==> src/rtl/assert_macros.svh <==
// Assertion macros shared by the RTL modules of the integer-to-ASCII converter.
// No dependencies; included by the modules that carry assertions.
`ifndef ASSERT_MACROS_SVH
`define ASSERT_MACROS_SVH

`ifndef SYNTHESIS
`define ASSERT_IMP(lbl, clk, rst_n, ante, cons) \
    lbl: assert property (@(posedge clk) disable iff (!(rst_n)) (ante) |-> (cons)) \
        else $error("assertion failed");
`define ASSERT_NXT(lbl, clk, rst_n, ante, cons) \
    lbl: assert property (@(posedge clk) disable iff (!(rst_n)) (ante) |=> (cons)) \
        else $error("assertion failed");
`else
`define ASSERT_IMP(lbl, clk, rst_n, ante, cons)
`define ASSERT_NXT(lbl, clk, rst_n, ante, cons)
`endif

`endif

==> src/rtl/i2a_pkg.sv <==
// Shared types, codes and character helpers of the integer-to-ASCII converter.
// No dependencies.
`default_nettype none

package i2a_pkg;

    localparam int unsigned VALUE_W = 64;
    localparam int unsigned LOW_W   = 32;
    localparam int unsigned NIB_CNT = VALUE_W / 4;
    localparam int unsigned CNT_W   = $clog2(NIB_CNT + 1);

    // Format modes.
    localparam logic [2:0] MODE_SDEC = 3'd0;
    localparam logic [2:0] MODE_UDEC = 3'd1;
    localparam logic [2:0] MODE_HEXL = 3'd2;
    localparam logic [2:0] MODE_HEXU = 3'd3;
    localparam logic [2:0] MODE_PTR  = 3'd4;

    // Operations of the digit unit.
    typedef logic [2:0] t_dig_op;
    localparam t_dig_op OP_HOLD     = 3'd0;
    localparam t_dig_op OP_LOAD_BIN = 3'd1;
    localparam t_dig_op OP_LOAD_HEX = 3'd2;
    localparam t_dig_op OP_DABBLE   = 3'd3;
    localparam t_dig_op OP_SHIFT    = 3'd4;

    typedef struct packed {
        logic [3:0] top_nib;
        logic       cnt_one;
    } t_dig_stat;

    localparam logic [7:0] CHR_MINUS = 8'h2D;
    localparam logic [7:0] CHR_ZERO  = 8'h30;
    localparam logic [7:0] CHR_X     = 8'h78;
    localparam logic [7:0] CHR_LA    = 8'h61;
    localparam logic [7:0] CHR_UA    = 8'h41;

    function automatic logic [7:0] nib_char(input logic [3:0] nib, input logic upper);
        logic [7:0] base;
        if (nib < 4'd10) begin
            base = CHR_ZERO;
        end else begin
            base = (upper ? CHR_UA : CHR_LA) - 8'd10;
        end
        return base + {4'd0, nib};
    endfunction

endpackage

`default_nettype wire

==> src/rtl/i2a_digits.sv <==
// Digit unit: a 64-bit nibble register with load, shift-add-3 step and nibble shift.
// Depends on i2a_pkg and assert_macros.svh.
`default_nettype none
`include "assert_macros.svh"

module i2a_digits
    import i2a_pkg::*;
(
    input  wire logic               i_clk,
    input  wire logic               i_rst_n,
    input  wire t_dig_op            i_op,
    input  wire logic [VALUE_W-1:0] i_load,
    output t_dig_stat               o_stat
);

    localparam int unsigned BCD_DIGITS = 10;
    localparam int unsigned BCD_W      = 4 * BCD_DIGITS;

    logic [LOW_W-1:0]   r_bin,    n_bin;
    logic [VALUE_W-1:0] r_digits, n_digits;
    logic [CNT_W-1:0]   r_cnt,    n_cnt;

    // One binary-to-BCD step: every digit of five or more gets three added,
    // then the whole BCD word shifts left taking in the next binary bit.
    function automatic logic [BCD_W-1:0] dabble(input logic [BCD_W-1:0] bcd,
                                                 input logic bit_in);
        logic [BCD_W-1:0] adj;
        adj = bcd;
        for (int d = 0; d < BCD_DIGITS; d++) begin
            if (bcd[4*d +: 4] >= 4'd5) begin
                adj[4*d +: 4] = bcd[4*d +: 4] + 4'd3;
            end
        end
        return {adj[BCD_W-2:0], bit_in};
    endfunction

    always_comb begin
        n_bin    = r_bin;
        n_digits = r_digits;
        n_cnt    = r_cnt;
        case (i_op)
            OP_LOAD_BIN: begin
                n_bin    = i_load[LOW_W-1:0];
                n_digits = '0;
                n_cnt    = CNT_W'(NIB_CNT);
            end
            OP_LOAD_HEX: begin
                n_digits = i_load;
                n_cnt    = CNT_W'(NIB_CNT);
            end
            OP_DABBLE: begin
                n_bin    = {r_bin[LOW_W-2:0], 1'b0};
                n_digits = {{(VALUE_W-BCD_W){1'b0}},
                            dabble(r_digits[BCD_W-1:0], r_bin[LOW_W-1])};
            end
            OP_SHIFT: begin
                n_digits = {r_digits[VALUE_W-5:0], 4'd0};
                n_cnt    = r_cnt - CNT_W'(1);
            end
            default: begin
            end
        endcase
    end

    always_ff @(posedge i_clk) begin
        if (!i_rst_n) begin
            r_cnt <= '0;
        end else begin
            r_cnt <= n_cnt;
        end
    end

    always_ff @(posedge i_clk) begin
        r_bin    <= n_bin;
        r_digits <= n_digits;
    end

    assign o_stat.top_nib = r_digits[VALUE_W-1 -: 4];
    assign o_stat.cnt_one = (r_cnt == CNT_W'(1));

    `ASSERT_IMP(a_shift_has_digit, i_clk, i_rst_n, i_op == OP_SHIFT, r_cnt != '0)
    `ASSERT_NXT(a_load_full, i_clk, i_rst_n,
        i_op == OP_LOAD_HEX || i_op == OP_LOAD_BIN, r_cnt == CNT_W'(NIB_CNT))
    `ASSERT_NXT(a_dabble_keeps_cnt, i_clk, i_rst_n, i_op == OP_DABBLE, $stable(r_cnt))

endmodule

`default_nettype wire

==> src/rtl/integer_to_ascii_radix_top.sv <==
// Top level of the integer-to-ASCII converter: command port, sequencer, result register.
// Depends on i2a_pkg, i2a_digits and assert_macros.svh.
`default_nettype none
`include "assert_macros.svh"

// A value is taken when start is high and busy is low; busy then stays high
// until the last character has been sent. Characters come out most significant
// first, one per cycle, each on o_character for a single cycle with o_valid
// high, and o_last marks the final one; there is no way to hold them off, so
// the receiver must take every character in the cycle it appears. Decimal
// modes first run the shared shift-add-3 unit over all 32 bits of the low word.
// Every mode then drops each leading zero nibble of the 64-bit digit register
// (up to 15), checks the nibble that holds the first digit, and then sends the
// characters (sign, "0x", digits). Mode codes 5 to 7 are taken, leave busy low
// and produce no characters.
module integer_to_ascii_radix_top
    import i2a_pkg::*;
(
    input  wire logic               i_clk,
    input  wire logic               i_rst_n,
    input  wire logic               start,
    output logic                    busy,
    input  wire logic [VALUE_W-1:0] i_value,
    input  wire logic [2:0]         i_mode,
    output logic                    o_valid,
    output logic [7:0]              o_character,
    output logic                    o_last
);

    localparam logic [2:0] S_IDLE   = 3'd0;
    localparam logic [2:0] S_DABBLE = 3'd1;
    localparam logic [2:0] S_SKIP   = 3'd2;
    localparam logic [2:0] S_MINUS  = 3'd3;
    localparam logic [2:0] S_ZERO   = 3'd4;
    localparam logic [2:0] S_XCHR   = 3'd5;
    localparam logic [2:0] S_EMIT   = 3'd6;

    localparam int unsigned ITER_W = $clog2(LOW_W);

    logic [2:0]        r_state, n_state;
    logic [ITER_W-1:0] r_iter,  n_iter;
    logic              r_neg,   n_neg;
    logic              r_ptr,   n_ptr;
    logic              r_upper, n_upper;
    logic              r_valid, n_valid;
    logic              r_last,  n_last;
    logic [7:0]        r_char,  n_char;

    t_dig_op            dig_op;
    logic [VALUE_W-1:0] dig_load;
    t_dig_stat          dig_stat;
    logic               accept;
    logic [LOW_W-1:0]   low;

    i2a_digits u_digits (
        .i_clk   (i_clk),
        .i_rst_n (i_rst_n),
        .i_op    (dig_op),
        .i_load  (dig_load),
        .o_stat  (dig_stat)
    );

    assign busy   = (r_state != S_IDLE);
    assign accept = start && !busy;
    assign low    = i_value[LOW_W-1:0];

    always_comb begin
        n_state  = r_state;
        n_iter   = r_iter;
        n_neg    = r_neg;
        n_ptr    = r_ptr;
        n_upper  = r_upper;
        dig_op   = OP_HOLD;
        dig_load = i_value;
        case (r_state)
            S_IDLE: begin
                if (accept) begin
                    n_neg   = 1'b0;
                    n_ptr   = 1'b0;
                    n_upper = 1'b0;
                    n_iter  = '0;
                    case (i_mode)
                        MODE_SDEC: begin
                            // The two's complement magnitude of the most negative
                            // value is 2^31, which is exact as unsigned.
                            n_neg    = low[LOW_W-1];
                            dig_load = {{(VALUE_W-LOW_W){1'b0}},
                                        low[LOW_W-1] ? (~low + LOW_W'(1)) : low};
                            dig_op   = OP_LOAD_BIN;
                            n_state  = S_DABBLE;
                        end
                        MODE_UDEC: begin
                            dig_load = {{(VALUE_W-LOW_W){1'b0}}, low};
                            dig_op   = OP_LOAD_BIN;
                            n_state  = S_DABBLE;
                        end
                        MODE_HEXL, MODE_HEXU: begin
                            n_upper  = (i_mode == MODE_HEXU);
                            dig_load = {{(VALUE_W-LOW_W){1'b0}}, low};
                            dig_op   = OP_LOAD_HEX;
                            n_state  = S_SKIP;
                        end
                        MODE_PTR: begin
                            n_ptr   = 1'b1;
                            dig_op  = OP_LOAD_HEX;
                            n_state = S_SKIP;
                        end
                        default: begin
                        end
                    endcase
                end
            end
            S_DABBLE: begin
                dig_op = OP_DABBLE;
                n_iter = r_iter + ITER_W'(1);
                if (r_iter == ITER_W'(LOW_W - 1)) begin
                    n_state = S_SKIP;
                end
            end
            S_SKIP: begin
                // Drop leading zero nibbles, but always keep one digit.
                if (dig_stat.top_nib == 4'd0 && !dig_stat.cnt_one) begin
                    dig_op = OP_SHIFT;
                end else if (r_neg) begin
                    n_state = S_MINUS;
                end else if (r_ptr) begin
                    n_state = S_ZERO;
                end else begin
                    n_state = S_EMIT;
                end
            end
            S_MINUS: begin
                n_state = S_EMIT;
            end
            S_ZERO: begin
                n_state = S_XCHR;
            end
            S_XCHR: begin
                n_state = S_EMIT;
            end
            S_EMIT: begin
                dig_op = OP_SHIFT;
                if (dig_stat.cnt_one) begin
                    n_state = S_IDLE;
                end
            end
            default: begin
                n_state = S_IDLE;
            end
        endcase
    end

    always_comb begin
        n_valid = r_state inside {S_MINUS, S_ZERO, S_XCHR, S_EMIT};
        n_last  = (r_state == S_EMIT) && dig_stat.cnt_one;
        case (r_state)
            S_MINUS: n_char = CHR_MINUS;
            S_ZERO:  n_char = CHR_ZERO;
            S_XCHR:  n_char = CHR_X;
            default: n_char = nib_char(dig_stat.top_nib, r_upper);
        endcase
    end

    always_ff @(posedge i_clk) begin
        if (!i_rst_n) begin
            r_state <= S_IDLE;
            r_iter  <= '0;
            r_valid <= 1'b0;
            r_last  <= 1'b0;
        end else begin
            r_state <= n_state;
            r_iter  <= n_iter;
            r_valid <= n_valid;
            r_last  <= n_last;
        end
    end

    always_ff @(posedge i_clk) begin
        r_neg   <= n_neg;
        r_ptr   <= n_ptr;
        r_upper <= n_upper;
        r_char  <= n_char;
    end

    assign o_valid     = r_valid;
    assign o_character = r_char;
    assign o_last      = r_last && r_valid;

    `ASSERT_NXT(a_gap_after_last, i_clk, i_rst_n, o_valid && o_last, !o_valid)
    `ASSERT_IMP(a_busy_mid_number, i_clk, i_rst_n, o_valid && !o_last, busy)
    `ASSERT_IMP(a_busy_from_start, i_clk, i_rst_n, $rose(busy), $past(start))

endmodule

`default_nettype wire
==> config.mk <==
export PLATFORM = sky130hd
export DESIGN_NAME = integer_to_ascii_radix_top
export DESIGN_NICKNAME = d
export VERILOG_FILES = /design/src/rtl/i2a_pkg.sv /design/src/rtl/i2a_digits.sv /design/src/rtl/integer_to_ascii_radix_top.sv
export VERILOG_INCLUDE_DIRS = /design/src /design/src/rtl
export SDC_FILE = /design/constraint.sdc
export NUM_CORES = 1
export LEC_CHECK = 0
export BUFFER_PORTS_ARGS = -buffer_cell sky130_fd_sc_hd__buf_2
export CAP_MARGIN = 20
export CORE_AREA = 3 3 113 115
export CTS_BUF_LIST = sky130_fd_sc_hd__clkbuf_8 sky130_fd_sc_hd__clkbuf_16
export CTS_CLUSTER_SIZE = 14
export DETAILED_ROUTE_END_ITERATION = 8
export DIE_AREA = 0 0 116 118
export GPL_TIMING_DRIVEN = 1
export PLACE_DENSITY = 0.94
export SYNTH_ARGS = -nofsm -noshare
export SYNTH_HDL_FRONTEND = slang
export SYNTH_HIERARCHICAL = 1
export SYNTH_SLANG_ARGS = --single-unit
==> constraint.sdc <==
create_clock -name i_clk -period 13.18 [get_ports i_clk]
set_clock_uncertainty 0.15 [all_clocks]
set_input_delay 0.659 -clock i_clk [delete_from_list [all_inputs] [get_ports i_clk]]
set_output_delay 0.659 -clock i_clk [all_outputs]
set_load 0.005 [all_outputs]
==> impl_metrics.tcl <==
set metrics [dict create \
    drt_iter0_drc 614 \
    core_area_um2 11900 \
    yosys_register_bits 122 \
    cp.arrival_ns 4.02 \
    grt_overflow 0 \
    peakVddDrop_mv 0.120 \
    first_global_vias 6037 \
    grt_pass1_wl_um 29200 \
    clock_sinks 122 \
    run_status "finished clean" \
    path_cells "inv_1, ha_1, nor4b_1, nor4_1, nor2_1, nor3_1, buf_2, nor2b_2, buf_4, nand2_2, buf_4, mux2_2" \
    die_x_um 116 \
    cts_tree "done" \
    crit_required_ns 13.20 \
    io_pins 81 \
    hold_violations 0 \
    ys.flop_type "edfxtp_1" \
    worstReg2RegEnd "u_digits/r_bin[5]" \
    synth_nets 811 \
    synth_edf_count 99 \
    finalCritPeriodShare_pct 30.4 \
    place.gp.congestion 0.921 \
    critPathMaxFanout 39 \
    p_leak_nw 3.38 \
    reg2reg_depth 12 \
    hpwl_um 12000 \
    grt_setup_unrepaired "no" \
    path_depth 12 \
    worstMarginPinSlew_ns 0.743 \
    grt_max_degree 63 \
    die-area_um2 13700 \
    drive_gt1_share_pct 22.5 \
    synth_cells 712 \
    syn_to_final_growth_pct 13.3 \
    setup_viol 0 \
    synth.avg_cell_area_um2 10.6 \
    holdBufCountCts 0 \
    wl_per_cell_um 19.2 \
    clk_pin_slew_ns 0.05 \
    initial_core_util_pct 63.3 \
    critPathCapture "u_digits/r_bin[5]" \
    ant_nets 0 \
    antenna_found_initial 0 \
    max_stage_delay_ns 0.47 \
    cts_resized 0 \
    pre_cts_ws_ns 8.91 \
    synth_area_um2 7530 \
    tns_ns 0 \
    cpMostUsedCell "buf_4" \
    hold_class "register to register" \
    die_h_um 118 \
    yosysSeqAreaShare_pct 45.6 \
    vias 6060 \
    start_kind "register" \
    min_period_ns 4.00 \
    numCtsBuffers 17 \
    htree_levels 4 \
    final_common_cell "edfxtp_1" \
    synth_cell_types 62 \
    max_freq_ghz 0.250 \
    synthArstFlopShare_pct 0 \
    insertion_delay_ns 0.42 \
    layout_common_cells "99 x edfxtp_1, 81 x buf_2, 56 x a21oi_1" \
    reg2reg_slack_ns 9.18 \
    io_buffers 80 \
    drc 0 \
    slew_viol_final 0 \
    r2r_start "u_digits/r_cnt[1]" \
    startpoint "u_digits/r_cnt[1]" \
    powerDensity_nw_per_um2 250 \
    cpMaxStageDelayCell "nand2_2" \
    cap_viol_max_count 0 \
    num_antenna_cells 0 \
    whs_ns 0.299 \
    worst_slack_ns 9.18 \
    clk_path_buf_depth 2 \
    crit_type "register to register" \
    endpoint_kind "register" \
    vias_per_cell 6.47 \
    finalWirelength_um 18000 \
    track_usage_pct 26.7 \
    synth.yosys.warnings 6 \
    critical-path-top-delay-family "simple AND/OR/NAND/NOR gates" \
    crit_buf_inv 4 \
    rows 40 \
    post_cts_buffers 0 \
    clock_tree.root_cell "clkbuf_16" \
    drt_first_pass_iters 5 \
    slew_headroom_pct 49.8 \
    nNetsFinal 876 \
]
[synthesized netlist by cell type (14+ instances only)]
cell,number,area share [%]
a21oi_1,56,3.7
a22o_1,24,2.8
a22oi_1,30,3.0
and2_1,41,3.4
buf_2,19,1.3
clkbuf_1,19,0.95
dfxtp_1,23,6.1
edfxtp_1,99,39
ha_1,28,4.6
inv_1,31,1.5
mux2_2,40,6.0
nand2_1,19,0.95
nand2b_1,15,1.2
nor2_1,30,1.5
nor3_1,14,0.93
nor3b_1,14,1.4
o21ai_0,37,2.5
o22ai_1,22,1.8
xnor2_1,25,2.9
xor2_1,25,2.9
[area by class of cell]
type	instances	area (um^2)
well taps	147	184
flip-flops and latches	122	3430
multi-input cells	514	3780
fillers	833	3380
clock buffers	17	425
inverters	31	116
clock inverters	15	95.1
repair buffers	91	500
[stage by stage]
stage	power [mW]	std cells	utilization [%]	instance area, um^2
after global routing	2.26	937	71.6	8530
after detailed placement	1.68	903	67.0	7980
after floorplan	1.46	712	-	7530
final	2.14	937	71.6	8530
after CTS	2.11	935	71.4	8500
after global placement	1.60	903	67.0	7980
[cells by family (layout without fill, tap and decap cells)]
family	Yosys count	after routing	synth area share, %
muxes	41	41	6.11
and+or+nand+nor	176	176	14.1
AOI/OAI and AO/OA	217	217	18.9
buffers and inverters	76	154	4.55
xor gates and xnor gates	50	50	5.81
adders and majority gates	29	29	4.92
other	1	1	0.0498
DFF	122	122	45.6
[worst register-to-register path, cell delays in order, from the launching register on]
cell,delay (ns)
dfxtp_1,0.33
inv_1,0.07
ha_1,0.18
nor4b_1,0.19
nor4_1,0.39
nor2_1,0.10
nor3_1,0.36
buf_2,0.30
nor2b_2,0.07
buf_4,0.26
nand2_2,0.47
buf_4,0.48
mux2_2,0.41
[worst min-delay path by stage]
stage / start / to / cells after the start
global route: r_iter[3] / r_iter[3] / 1
floorplan: r_iter[3] / r_iter[3] / 1
global placement: r_iter[3] / r_iter[3] / 1
detailed placement: r_iter[3] / r_iter[3] / 1
CTS: r_iter[3] / r_iter[3] / 1
finish: r_iter[3] / r_iter[3] / 1
[flip-flops by register name (all words and copies together), names as in the netlist, 3 cells and up]
register	cells
u_digits/r_cnt	5
r_state	3
u_digits/r_bin	32
r_iter	5
u_digits/r_digits	64
o_character	8
[layer usage]
| metal | global-route usage (%) | vias to the layer above | part of all wire [%] |
|---|---|---|---|
| li1 | - | 2784 | - |
| met1 | 31.3 | 2934 | 39 |
| met4 | 11.2 | 0 | 2.9 |
| met2 | 46.8 | 290 | 52 |
| met5 | 0 | - | 0 |
| met3 | 5.55 | 52 | 6.2 |
[power by group]
group	internal [mW]	leakage, nW	switching [mW]	total, mW
combinational	0.361	1.94	0.550	0.911
clock	0.251	0.276	0.163	0.414
sequential	0.680	1.16	0.130	0.810
(Power assumes the default switching activity.)
